### src/rtl/core/ssfb_pkg.sv
// package for the seven-segment frame builder
// holds command codes, frame slot indexes, segment table and divide-by-ten helpers
// no dependencies
`default_nettype none

package ssfb_pkg;

    typedef logic [7:0] t_byte;
    typedef logic [5:0][7:0] t_seg_row;   // segment bytes by digit position 0..5
    typedef logic [3:0] t_slot;           // byte slot within one display update

    localparam t_byte CMD_DATA_WRITE = 8'h40;
    localparam t_byte CMD_ADDRESS    = 8'hC0;
    localparam t_byte CMD_CONTROL    = 8'h80;
    localparam t_byte CTRL_ON_BIT    = 8'h08;
    localparam t_byte SEG_BLANK      = 8'h00;

    localparam logic [2:0] LEVEL_RESET = 3'd7;

    // byte slots of one update
    localparam t_slot SLOT_DATA_CMD = 4'd0;
    localparam t_slot SLOT_ADDR_CMD = 4'd1;
    localparam t_slot SLOT_POS2     = 4'd2;
    localparam t_slot SLOT_POS1     = 4'd3;
    localparam t_slot SLOT_POS0     = 4'd4;
    localparam t_slot SLOT_POS5     = 4'd5;
    localparam t_slot SLOT_POS4     = 4'd6;
    localparam t_slot SLOT_POS3     = 4'd7;
    localparam t_slot SLOT_CTRL_CMD = 4'd8;

    // reciprocal of ten, exact for every 16-bit dividend with a shift of 19
    localparam logic [15:0] DIV10_MUL   = 16'hCCCD;
    localparam int          DIV10_SHIFT = 19;

    function automatic logic [15:0] div10(input logic [15:0] x);
        logic [31:0] p;
        p = 32'(x) * 32'(DIV10_MUL);
        return 16'(p >> DIV10_SHIFT);
    endfunction

    function automatic logic [3:0] rem10(input logic [15:0] x, input logic [15:0] q);
        logic [15:0] t;
        t = x - ((q << 3) + (q << 1));
        return t[3:0];
    endfunction

    function automatic t_byte seg_code(input logic [3:0] d);
        t_byte s;
        unique case (d)
            4'd0:    s = 8'h3f;
            4'd1:    s = 8'h06;
            4'd2:    s = 8'h5b;
            4'd3:    s = 8'h4f;
            4'd4:    s = 8'h66;
            4'd5:    s = 8'h6d;
            4'd6:    s = 8'h7d;
            4'd7:    s = 8'h07;
            4'd8:    s = 8'h7f;
            4'd9:    s = 8'h6f;
            default: s = SEG_BLANK;
        endcase
        return s;
    endfunction

endpackage

`default_nettype wire

### src/rtl/core/seven_segment_frame_builder_top.sv
// seven-segment frame builder: decimal conversion pipeline and update serializer
// depends on ssfb_pkg
// path: stage 1 to stage 5, then the serializer row, then the byte-wide output register
// the serializer takes a new update only once the control byte of the last one is loaded
// conversion: four divide-by-ten stages (one reciprocal multiply each) in flight at once
// reset: synchronous active-low i_rst_n clears all valid bits and sets brightness to 7
`default_nettype none

module seven_segment_frame_builder_top (
    input  wire                  i_clk,
    input  wire                  i_rst_n,
    // configuration
    input  wire                  i_cfg_we,
    input  wire  [2:0]           i_cfg_wdata,
    // input requests
    input  wire                  i_in_valid,
    output logic                 o_in_stall,
    input  wire  [15:0]          i_value,
    // output bytes
    output logic                 o_out_valid,
    input  wire                  i_out_stall,
    output ssfb_pkg::t_byte      o_command_byte,
    output logic                 o_start_before,
    output logic                 o_stop_after,
    output logic                 o_last_byte
);
    import ssfb_pkg::*;

    // brightness register
    logic [2:0] r_level;

    // stage 1: captured value
    logic        r_s1_val;
    logic [15:0] r_s1_v;
    // stage 2: units digit done, quotient < 6554
    logic        r_s2_val;
    logic [12:0] r_s2_q;
    t_seg_row    r_s2_row;
    // stage 3: tens done, quotient < 656
    logic        r_s3_val;
    logic [9:0]  r_s3_q;
    t_seg_row    r_s3_row;
    // stage 4: hundreds done, quotient < 66
    logic        r_s4_val;
    logic [6:0]  r_s4_q;
    t_seg_row    r_s4_row;
    // stage 5: thousands done, remaining ten-thousands digit < 7
    logic        r_s5_val;
    logic [3:0]  r_s5_q;
    t_seg_row    r_s5_row;
    // serializer
    logic        r_fr_busy;
    t_slot       r_fr_idx;
    t_seg_row    r_fr_row;
    // output register
    logic        r_out_valid;
    t_byte       r_out_byte;
    logic        r_out_start;
    logic        r_out_stop;
    logic        r_out_last;

    // per-stage ready, back to front
    logic s1_ready, s2_ready, s3_ready, s4_ready, s5_ready, fr_ready;
    logic out_load, fr_step;

    // stage datapath
    logic [15:0] q2, q3, q4, q5;
    logic [3:0]  d2, d3, d4, d5;
    t_seg_row    n_s2_row, n_s3_row, n_s4_row, n_s5_row, n_fr_row;

    // serializer byte
    t_byte n_byte;
    logic  n_start, n_stop, n_last;

    assign out_load = !r_out_valid || !i_out_stall;
    assign fr_step  = r_fr_busy && out_load;
    assign fr_ready = !r_fr_busy || (fr_step && (r_fr_idx == SLOT_CTRL_CMD));
    assign s5_ready = !r_s5_val || fr_ready;
    assign s4_ready = !r_s4_val || s5_ready;
    assign s3_ready = !r_s3_val || s4_ready;
    assign s2_ready = !r_s2_val || s3_ready;
    assign s1_ready = !r_s1_val || s2_ready;

    assign o_in_stall = !s1_ready;

    // one divide by ten per stage; a digit above the units is blank once nothing remains
    always_comb begin
        q2 = div10(r_s1_v);
        d2 = rem10(r_s1_v, q2);
        n_s2_row    = '0;
        n_s2_row[5] = seg_code(d2);

        q3 = div10(16'(r_s2_q));
        d3 = rem10(16'(r_s2_q), q3);
        n_s3_row    = r_s2_row;
        n_s3_row[4] = (r_s2_q != '0) ? seg_code(d3) : SEG_BLANK;

        q4 = div10(16'(r_s3_q));
        d4 = rem10(16'(r_s3_q), q4);
        n_s4_row    = r_s3_row;
        n_s4_row[3] = (r_s3_q != '0) ? seg_code(d4) : SEG_BLANK;

        q5 = div10(16'(r_s4_q));
        d5 = rem10(16'(r_s4_q), q5);
        n_s5_row    = r_s4_row;
        n_s5_row[2] = (r_s4_q != '0) ? seg_code(d5) : SEG_BLANK;

        // top quotient is a single digit; position 0 never lights for 16-bit values
        n_fr_row    = r_s5_row;
        n_fr_row[1] = (r_s5_q != '0) ? seg_code(r_s5_q) : SEG_BLANK;
        n_fr_row[0] = SEG_BLANK;
    end

    // byte and framing for the current slot
    always_comb begin
        n_byte  = SEG_BLANK;
        n_start = 1'b0;
        n_stop  = 1'b0;
        n_last  = 1'b0;
        unique case (r_fr_idx)
            SLOT_DATA_CMD: begin
                n_byte  = CMD_DATA_WRITE;
                n_start = 1'b1;
                n_stop  = 1'b1;
            end
            SLOT_ADDR_CMD: begin
                n_byte  = CMD_ADDRESS;
                n_start = 1'b1;
            end
            SLOT_POS2: n_byte = r_fr_row[2];
            SLOT_POS1: n_byte = r_fr_row[1];
            SLOT_POS0: n_byte = r_fr_row[0];
            SLOT_POS5: n_byte = r_fr_row[5];
            SLOT_POS4: n_byte = r_fr_row[4];
            SLOT_POS3: begin
                n_byte = r_fr_row[3];
                n_stop = 1'b1;
            end
            SLOT_CTRL_CMD: begin
                n_byte  = CMD_CONTROL | CTRL_ON_BIT | {5'b0, r_level};
                n_start = 1'b1;
                n_stop  = 1'b1;
                n_last  = 1'b1;
            end
            default: begin
                n_byte = SEG_BLANK;
            end
        endcase
    end

    // control state
    always_ff @(posedge i_clk) begin
        if (!i_rst_n) begin
            r_level     <= LEVEL_RESET;
            r_s1_val    <= 1'b0;
            r_s2_val    <= 1'b0;
            r_s3_val    <= 1'b0;
            r_s4_val    <= 1'b0;
            r_s5_val    <= 1'b0;
            r_fr_busy   <= 1'b0;
            r_fr_idx    <= SLOT_DATA_CMD;
            r_out_valid <= 1'b0;
        end else begin
            if (i_cfg_we) begin
                r_level <= i_cfg_wdata;
            end
            if (s1_ready) begin
                r_s1_val <= i_in_valid;
            end
            if (s2_ready) begin
                r_s2_val <= r_s1_val;
            end
            if (s3_ready) begin
                r_s3_val <= r_s2_val;
            end
            if (s4_ready) begin
                r_s4_val <= r_s3_val;
            end
            if (s5_ready) begin
                r_s5_val <= r_s4_val;
            end
            if (fr_ready) begin
                r_fr_busy <= r_s5_val;
                r_fr_idx  <= SLOT_DATA_CMD;
            end else if (fr_step) begin
                r_fr_idx <= r_fr_idx + 4'd1;
            end
            if (out_load) begin
                r_out_valid <= r_fr_busy;
            end
        end
    end

    // payload registers
    always_ff @(posedge i_clk) begin
        if (s1_ready && i_in_valid) begin
            r_s1_v <= i_value;
        end
        if (s2_ready && r_s1_val) begin
            r_s2_q   <= q2[12:0];
            r_s2_row <= n_s2_row;
        end
        if (s3_ready && r_s2_val) begin
            r_s3_q   <= q3[9:0];
            r_s3_row <= n_s3_row;
        end
        if (s4_ready && r_s3_val) begin
            r_s4_q   <= q4[6:0];
            r_s4_row <= n_s4_row;
        end
        if (s5_ready && r_s4_val) begin
            r_s5_q   <= q5[3:0];
            r_s5_row <= n_s5_row;
        end
        if (fr_ready && r_s5_val) begin
            r_fr_row <= n_fr_row;
        end
        if (fr_step) begin
            r_out_byte  <= n_byte;
            r_out_start <= n_start;
            r_out_stop  <= n_stop;
            r_out_last  <= n_last;
        end
    end

    assign o_out_valid    = r_out_valid;
    assign o_command_byte = r_out_byte;
    assign o_start_before = r_out_start;
    assign o_stop_after   = r_out_stop;
    assign o_last_byte    = r_out_last;

    // slot counter never runs past the control command
    a_slot_range: assert property (@(posedge i_clk) disable iff (!i_rst_n)
        r_fr_idx <= SLOT_CTRL_CMD)
        else $error("frame slot out of range");

    // a held stage 1 request keeps its value
    a_s1_hold: assert property (@(posedge i_clk) disable iff (!i_rst_n)
        (r_s1_val && !s2_ready) |=> (r_s1_val && $stable(r_s1_v)))
        else $error("stage 1 request lost while stalled");

    // last byte of an update is the fully framed control command
    a_last_framed: assert property (@(posedge i_clk) disable iff (!i_rst_n)
        (r_out_valid && r_out_last) |->
            (r_out_start && r_out_stop && (r_out_byte[7:3] == 5'b10001)))
        else $error("bad framing on last byte");

    // the only start without stop is the address command
    a_addr_framed: assert property (@(posedge i_clk) disable iff (!i_rst_n)
        (r_out_valid && r_out_start && !r_out_stop) |-> (r_out_byte == CMD_ADDRESS))
        else $error("unexpected open start condition");

    // a new update is loaded only after the previous one handed out its last byte
    a_frame_turn: assert property (@(posedge i_clk) disable iff (!i_rst_n)
        (r_fr_busy && r_fr_idx != SLOT_CTRL_CMD) |=> r_fr_busy)
        else $error("update dropped before its last byte");

endmodule

`default_nettype wire
### config.mk
export PLATFORM = sky130hd
export DESIGN_NAME = seven_segment_frame_builder_top
export DESIGN_NICKNAME = d
export VERILOG_FILES = /design/src/rtl/core/ssfb_pkg.sv /design/src/rtl/core/seven_segment_frame_builder_top.sv
export SDC_FILE = /design/constraint.sdc
export NUM_CORES = 1
export LEC_CHECK = 0
export BUFFER_PORTS_ARGS = -buffer_cell sky130_fd_sc_hd__buf_2
export CORE_MARGIN = 3
export CORE_UTILIZATION = 30
export CTS_CLUSTER_SIZE = 12
export DETAILED_ROUTE_END_ITERATION = 8
export GPL_TIMING_DRIVEN = 0
export PLACE_DENSITY_LB_ADDON = 0.08
export SLEW_MARGIN = 20
export SYNTH_ARGS = -nofsm -noshare
export SYNTH_HDL_FRONTEND = slang
export SYNTH_SLANG_ARGS = --single-unit
### constraint.sdc
create_clock -name i_clk -period 18 [get_ports i_clk]
set_input_delay 0.9 -clock i_clk [delete_from_list [all_inputs] [get_ports i_clk]]
set_output_delay 0.9 -clock i_clk [all_outputs]
set_load 0.005 [all_outputs]
Word level (Yosys, flattened, before mapping)
Memory sizes are Yosys's and may differ from the RTL's. A register that Yosys moved wholly into a read port is not among the register bits.
Cells that the tools add are included.
{"block": "word_totals", "regBits": 195, "rom_bits": 560, "input_bits": 24, "elab_cells": 99, "n_memories": 5}
{"block": "op_classes", "n_addsub": 9, "mul": 4, "eq_ne": 7, "mux": 4, "n_bitwise": 1, "n_reduce_logical": 36}
{"name": "(no name shown)", "words": 16, "width": 7, "read_ports": 1, "rd_ports_with_merged_regs": 1, "wr": 0, "line": "ssfb_pkg.sv:49", "rtl": "unique case (d)"}
{"name": "(no name shown)", "words": 16, "width": 7, "read_ports": 1, "rd_ports_with_merged_regs": 1, "wr": 0, "line": "ssfb_pkg.sv:49"}
{"name": "(no name shown)", "words": 16, "width": 7, "read_ports": 1, "rd_ports_with_merged_regs": 1, "wr": 0, "line": "ssfb_pkg.sv:49"}
{"name": "(no name shown)", "words": 16, "width": 7, "read_ports": 1, "rd_ports_with_merged_regs": 1, "wr": 0, "line": "ssfb_pkg.sv:49"}
{"name": "(no name shown)", "words": 16, "width": 7, "read_ports": 1, "rd_ports_with_merged_regs": 1, "wr": 0, "line": "ssfb_pkg.sv:49"}
{"operator": "$pmux 8 s8", "n": 1}
{"operator": "$mul 16x16->32 const B", "n": 1}
{"operator": "$mul 13x16->29 const B", "n": 1}
{"operator": "$mul 10x16->26 const B", "n": 1}
{"operator": "$mul 7x16->23 const B", "n": 1}
{"operator": "$add 4x4->4", "n": 4}
{"operator": "$sub 4x4->4", "n": 4}
{"operator": "$logic_not 1->1", "n": 13}
{"operator": "$reduce_bool 13->1", "n": 1}
{"operator": "$eq 4x3->1 const B", "n": 3}
{"operator": "$reduce_bool 10->1", "n": 1}
{"operator": "$eq 4x2->1 const B", "n": 2}
{"operator": "$logic_and 1x1->1", "n": 8}
{"operator": "$logic_or 1x1->1", "n": 7}
{"operator": "$reduce_bool 7->1", "n": 1}
{"operator": "$reduce_or 3->1", "n": 2}
{"operator": "$add 4x1->4 const B", "n": 1}
{"operator": "$eq 4x1->1 const B", "n": 1}
{"operator": "$eq 4x4->1 const B", "n": 1}
{"operator": "$logic_not 4->1", "n": 1}
{"operator": "$reduce_bool 4->1", "n": 1}
{"operator": "$mux 1", "n": 3}
{"operator": "$reduce_or 2->1", "n": 1}
{"operator": "$not 1->1", "n": 1}

Depth between registers and ports, before layout
{"block": "depth", "depth_word": 11, "ltp_mapped": 25, "mapped_depth_nobuf": 25}

Worst setup path before layout
OpenSTA, ideal clock, no wires.
{"block": "synth_path", "kind": "reg-to-reg", "start": "register r_s1_v[3]", "end": "register r_s2_row (netlist bit n_s3_row[42]), data pin", "t_arrival_ns": 5.982, "t_required_ns": 17.722, "slack_ns": 11.739, "path_stages_with_launch": 23, "path_buffers": 0, "period_less_slack_ns": 6.261, "path_cell_list": "edfxtp_1 > ha_1 > inv_1 > fa_1 > inv_1 > fa_1 > fa_1 > fa_1 > inv_1 > fa_1 > inv_1 > ha_1 > o21ai_0 > nor2_1 > a2111oi_2 > o21ai_0 > a31oi_1 > xnor2_1 > ha_1 > a22oi_1 > xnor2_1 > xnor2_2 > a211oi_1"}
{"block": "synth_via", "elab_chain_cells": 3}
{"item": "start: declaration", "line": "seven_segment_frame_builder_top.sv:34", "rtl": "logic [15:0] r_s1_v;"}
{"item": "start signal: assignment", "line": "seven_segment_frame_builder_top.sv:197", "rtl": "r_s1_v <= i_value;"}
{"item": "$mul 16x16->32", "line": "ssfb_pkg.sv:37", "rtl": "p = 32'(x) * 32'(DIV10_MUL);"}
{"item": "net q2[1]", "line": "seven_segment_frame_builder_top.sv:67", "rtl": "logic [15:0] q2, q3, q4, q5;"}
{"item": "$add 4x4->4", "line": "ssfb_pkg.sv:43", "rtl": "t = x - ((q << 3) + (q << 1));"}
{"item": "$sub 4x4->4", "line": "ssfb_pkg.sv:43"}
{"item": "end: declaration", "line": "seven_segment_frame_builder_top.sv:38", "rtl": "t_seg_row r_s2_row;"}
The timed path passes the listed nets, and every way through them passes these cells.
A chain may end at the register's enable or synchronous reset.

Worst setup path after layout
{"block": "layout_path", "start": "register r_s1_v[7]", "end": "register r_s2_row (netlist bit n_s3_row[44]), data pin"}
Same word-level chain as after synthesis.

==> qor.txt <==
post-synth net total - 2130
layout cells sized above 1 - 0.0619
clock sinks - 180
dominant cell type by area after synthesis - edfxtp_1
Netlist Area Pre-Place - 17700 sq um
clock buffer depth - 2
largest net degree at the start of global routing - 27
initial DRC count - 299
pre-CTS setup slack - 10760 ps
Hold EP - n_fr_row[36]$_DFFE_PP_
R2R Path End - n_s3_row[44]$_DFFE_PP_
Critical Path Most Common Cell - fa_1
die width - 249 um
wire per inst - 15.3 um
RR Startpoint - r_s1_v[7]$_DFFE_PP_
H-tree depth - 4
CTS Buf Count - 17
Setup CP Type - reg2reg
worst reg-to-reg setup slack - 10740 ps
Final nets - 2192
post-layout min period - 7260 ps
Peak Freq - 138 MHz
Final Hold Viols - 0
Area after DPL - 19100 sq um
Syn. warnings - 0
family with the most delay on the worst path - adder cells
via count of the routed design - 10576
CP endpoint kind - register
flops & latches, synth - 180
total negative slack - 0 ps
worst-path fanout max - 7
Worst-Skew Late Latency - 480 ps
Synth cell types - 72
Worst path max stage delay - 590 ps
post-route cell area - 19700 sq um
slowest CP cell - edfxtp_1
register area share after synthesis - 0.297
Final WS setup - 10740 ps
top post-synthesis cells by area - edfxtp_1 28%, ha_1 27%, fa_1 19%
# Post-CTS Setup Buffers - 0
Worst Setup Start Kind - register
Post-Place Cells - 2365
DP HPWL - 31700 um
Hold Crit Class - reg2reg
Vias/cell - 4.41
CP arrival - 7450 ps
CTS clk-pin slew, worst paths - 80 ps
antenna viol nets, final - 0
fraction of registers with async set/reset - 0
outcome - complete, no violations
first-pass GRT wire length - 62100 um
period utilization - 0.403
Post-Route WL - 36800 um
critical path cell sequence - ha_1 > inv_1 > fa_1 > inv_1 > fa_1 > fa_1 > fa_1 > inv_1 > fa_1 > inv_1 > ha_1 > o21ai_0 > nor2_1 > a2111oi_2 > o21ai_0 > a31oi_1 > xnor2_1 > ha_1 > a22oi_1 > xnor2_1 > xnor2_2 > o21ai_0
Req. time, crit path - 18190 ps
CTS tree - yes
worst-case clock skew - 33.5 ps
critical path buffer and inverter count - 4
Syn Area/Cell - 11.4 sq um
vias in the first global route - 11534
min-delay src - n_s5_row[36]$_DFFE_PP_
Setup violations, final - 0
floorplan row count - 88
GRT Total Usage - 0.126
Fill cells - 5862
IO Port Bufs - 36
relative slew slack - 0.365
share of the synthesized area in the top cell type - 0.281
hold_buf cts - 0
die height - 249 um
Worst Hold Path Cells - 0
RSZ-0062 raised after global routing - false
CTS root buf - clkbuf_16
Final GP Congestion - 0.811
ant diodes - 0
Max Cap Viol - 0
GRT overflow - 0
Slew @ Worst Pin - 950 ps
Layout area overhead - 11.0%
reg2reg path depth - 22
Cells after Synth - 1557
core area - 58000 sq um
drt drc - 0
Die ar. - 62000 sq um
post-cts resize count - 0
DR pass1 iterations - 4
fin. max-slew vios - 0
Post-synth top flop - edfxtp_1
Starting Density - 0.305
Post-synth EDFFs - 166
final std cells w/o fill - 2397
initial antenna violation count - 0
Ports - 37
==> metrics by stage <==
step                       util  hold slack, ps
after global placement    0.325             401
after floorplan               -             400
after detailed placement  0.329             405
after CTS                 0.339             413
after global routing      0.339             415
final                     0.339             407
==> cell usage in the layout, fill, tap and decap left out, drive strengths merged, types with 7 or more instances in the layout <==
master / Yosys / routed
a211oi: 10 / 10
xnor2: 29 / 29
a21oi: 53 / 53
clkbuf: 9 / 27
or2: 7 / 7
nor2: 53 / 53
xor2: 29 / 29
a21o: 12 / 12
inv: 379 / 387
nor2b: 10 / 10
o21ai: 21 / 21
dfxtp: 14 / 14
buf: 1 / 44
nand4: 7 / 7
nand3: 14 / 14
mux2i: 10 / 10
edfxtp: 166 / 166
fa: 168 / 168
ha: 381 / 381
o21a: 8 / 8
nand2: 56 / 56
a21boi: 7 / 7
==> worst max-delay path by stage <==
| stage | start | cells after the start | endpoint | slack, ps |
|---|---|---|---|---|
| floorplan | r_s1_v[3]$_DFFE_PP_ | 22 | n_s3_row[42]$_DFFE_PP_ | 11740 |
| global placement | r_s1_v[3]$_DFFE_PP_ | 22 | n_s3_row[44]$_DFFE_PP_ | 10750 |
| detailed placement | r_s1_v[7]$_DFFE_PP_ | 22 | n_s3_row[44]$_DFFE_PP_ | 10760 |
| CTS | r_s1_v[7]$_DFFE_PP_ | 22 | n_s3_row[44]$_DFFE_PP_ | 10720 |
| global route | r_s1_v[7]$_DFFE_PP_ | 22 | n_s3_row[44]$_DFFE_PP_ | 10310 |
| finish | r_s1_v[7]$_DFFE_PP_ | 22 | n_s3_row[44]$_DFFE_PP_ | 10740 |
==> final cells by class <==
| class | count | area [sq um] | area share |
|---|---|---|---|
| Multi-Input combinational cell | 988 | 11100 | 0.562 |
| Sequential cell | 180 | 5270 | 0.268 |
| Inverter | 379 | 1420 | 0.0723 |
| Tap cell | 765 | 957 | 0.0487 |
| Clock buffer | 18 | 429 | 0.0218 |
| Timing Repair Buffer | 43 | 342 | 0.0174 |
| Clock inverter | 14 | 156 | 0.00795 |
| Buffer | 10 | 37.5 | 0.00191 |
==> cell usage after synthesis (4+ instances only) <==
| master | count |
|---|---|
| xnor2_1 | 28 |
| nor4_1 | 6 |
| o31ai_1 | 4 |
| o21a_1 | 8 |
| a21oi_1 | 52 |
| a211o_1 | 6 |
| nand2_1 | 56 |
| edfxtp_1 | 166 |
| fa_1 | 168 |
| ha_1 | 381 |
| inv_1 | 379 |
| dfxtp_1 | 14 |
| a21boi_0 | 5 |
| nor2b_1 | 10 |
| a222oi_1 | 4 |
| a22oi_1 | 6 |
| o21ai_0 | 18 |
| and4_1 | 4 |
| nor3_1 | 6 |
| or2_2 | 5 |
| a221oi_1 | 5 |
| xor2_1 | 28 |
| nor2_1 | 52 |
| and3_1 | 6 |
| a21o_1 | 12 |
| nand3_1 | 14 |
| and2_1 | 4 |
| nand4_1 | 7 |
| a211oi_1 | 10 |
| a31oi_1 | 4 |
| o22ai_1 | 6 |
| mux2i_1 | 10 |
| clkbuf_1 | 9 |
==> flip-flops by register name (all words and copies together), names as in the netlist, 3 cells and up <==
register        count
o_command_byte      8
n_s3_row            7
n_s4_row           14
r_fr_row           35
r_s2_q             13
r_s5_q              4
n_fr_row           28
r_fr_idx            4
r_level             3
r_s3_q             10
n_s5_row           21
r_s1_v             16
r_s4_q              7
==> logic make-up after synthesis <==
logic type,Yosys count,synth area share
compound gates,177,0.0694
xor+xnor,61,0.0334
fa+ha+maj,549,0.459
buf+inv,389,0.0824
flops,180,0.297
mux,11,0.00628
simple gates,190,0.0525
==> per-layer routing <==
metal / global-route usage / vias to the layer above / share of wire
met5: 0 / - / 0
met4: 0.0269 / 0 / 0.0077
met3: 0.0224 / 14 / 0.017
met2: 0.210 / 60 / 0.48
met1: 0.172 / 5170 / 0.49
li1: - / 5332 / -
Power is not shown: default switching activity piles up to over one toggle a cycle in this logic, so the estimate is an artifact.
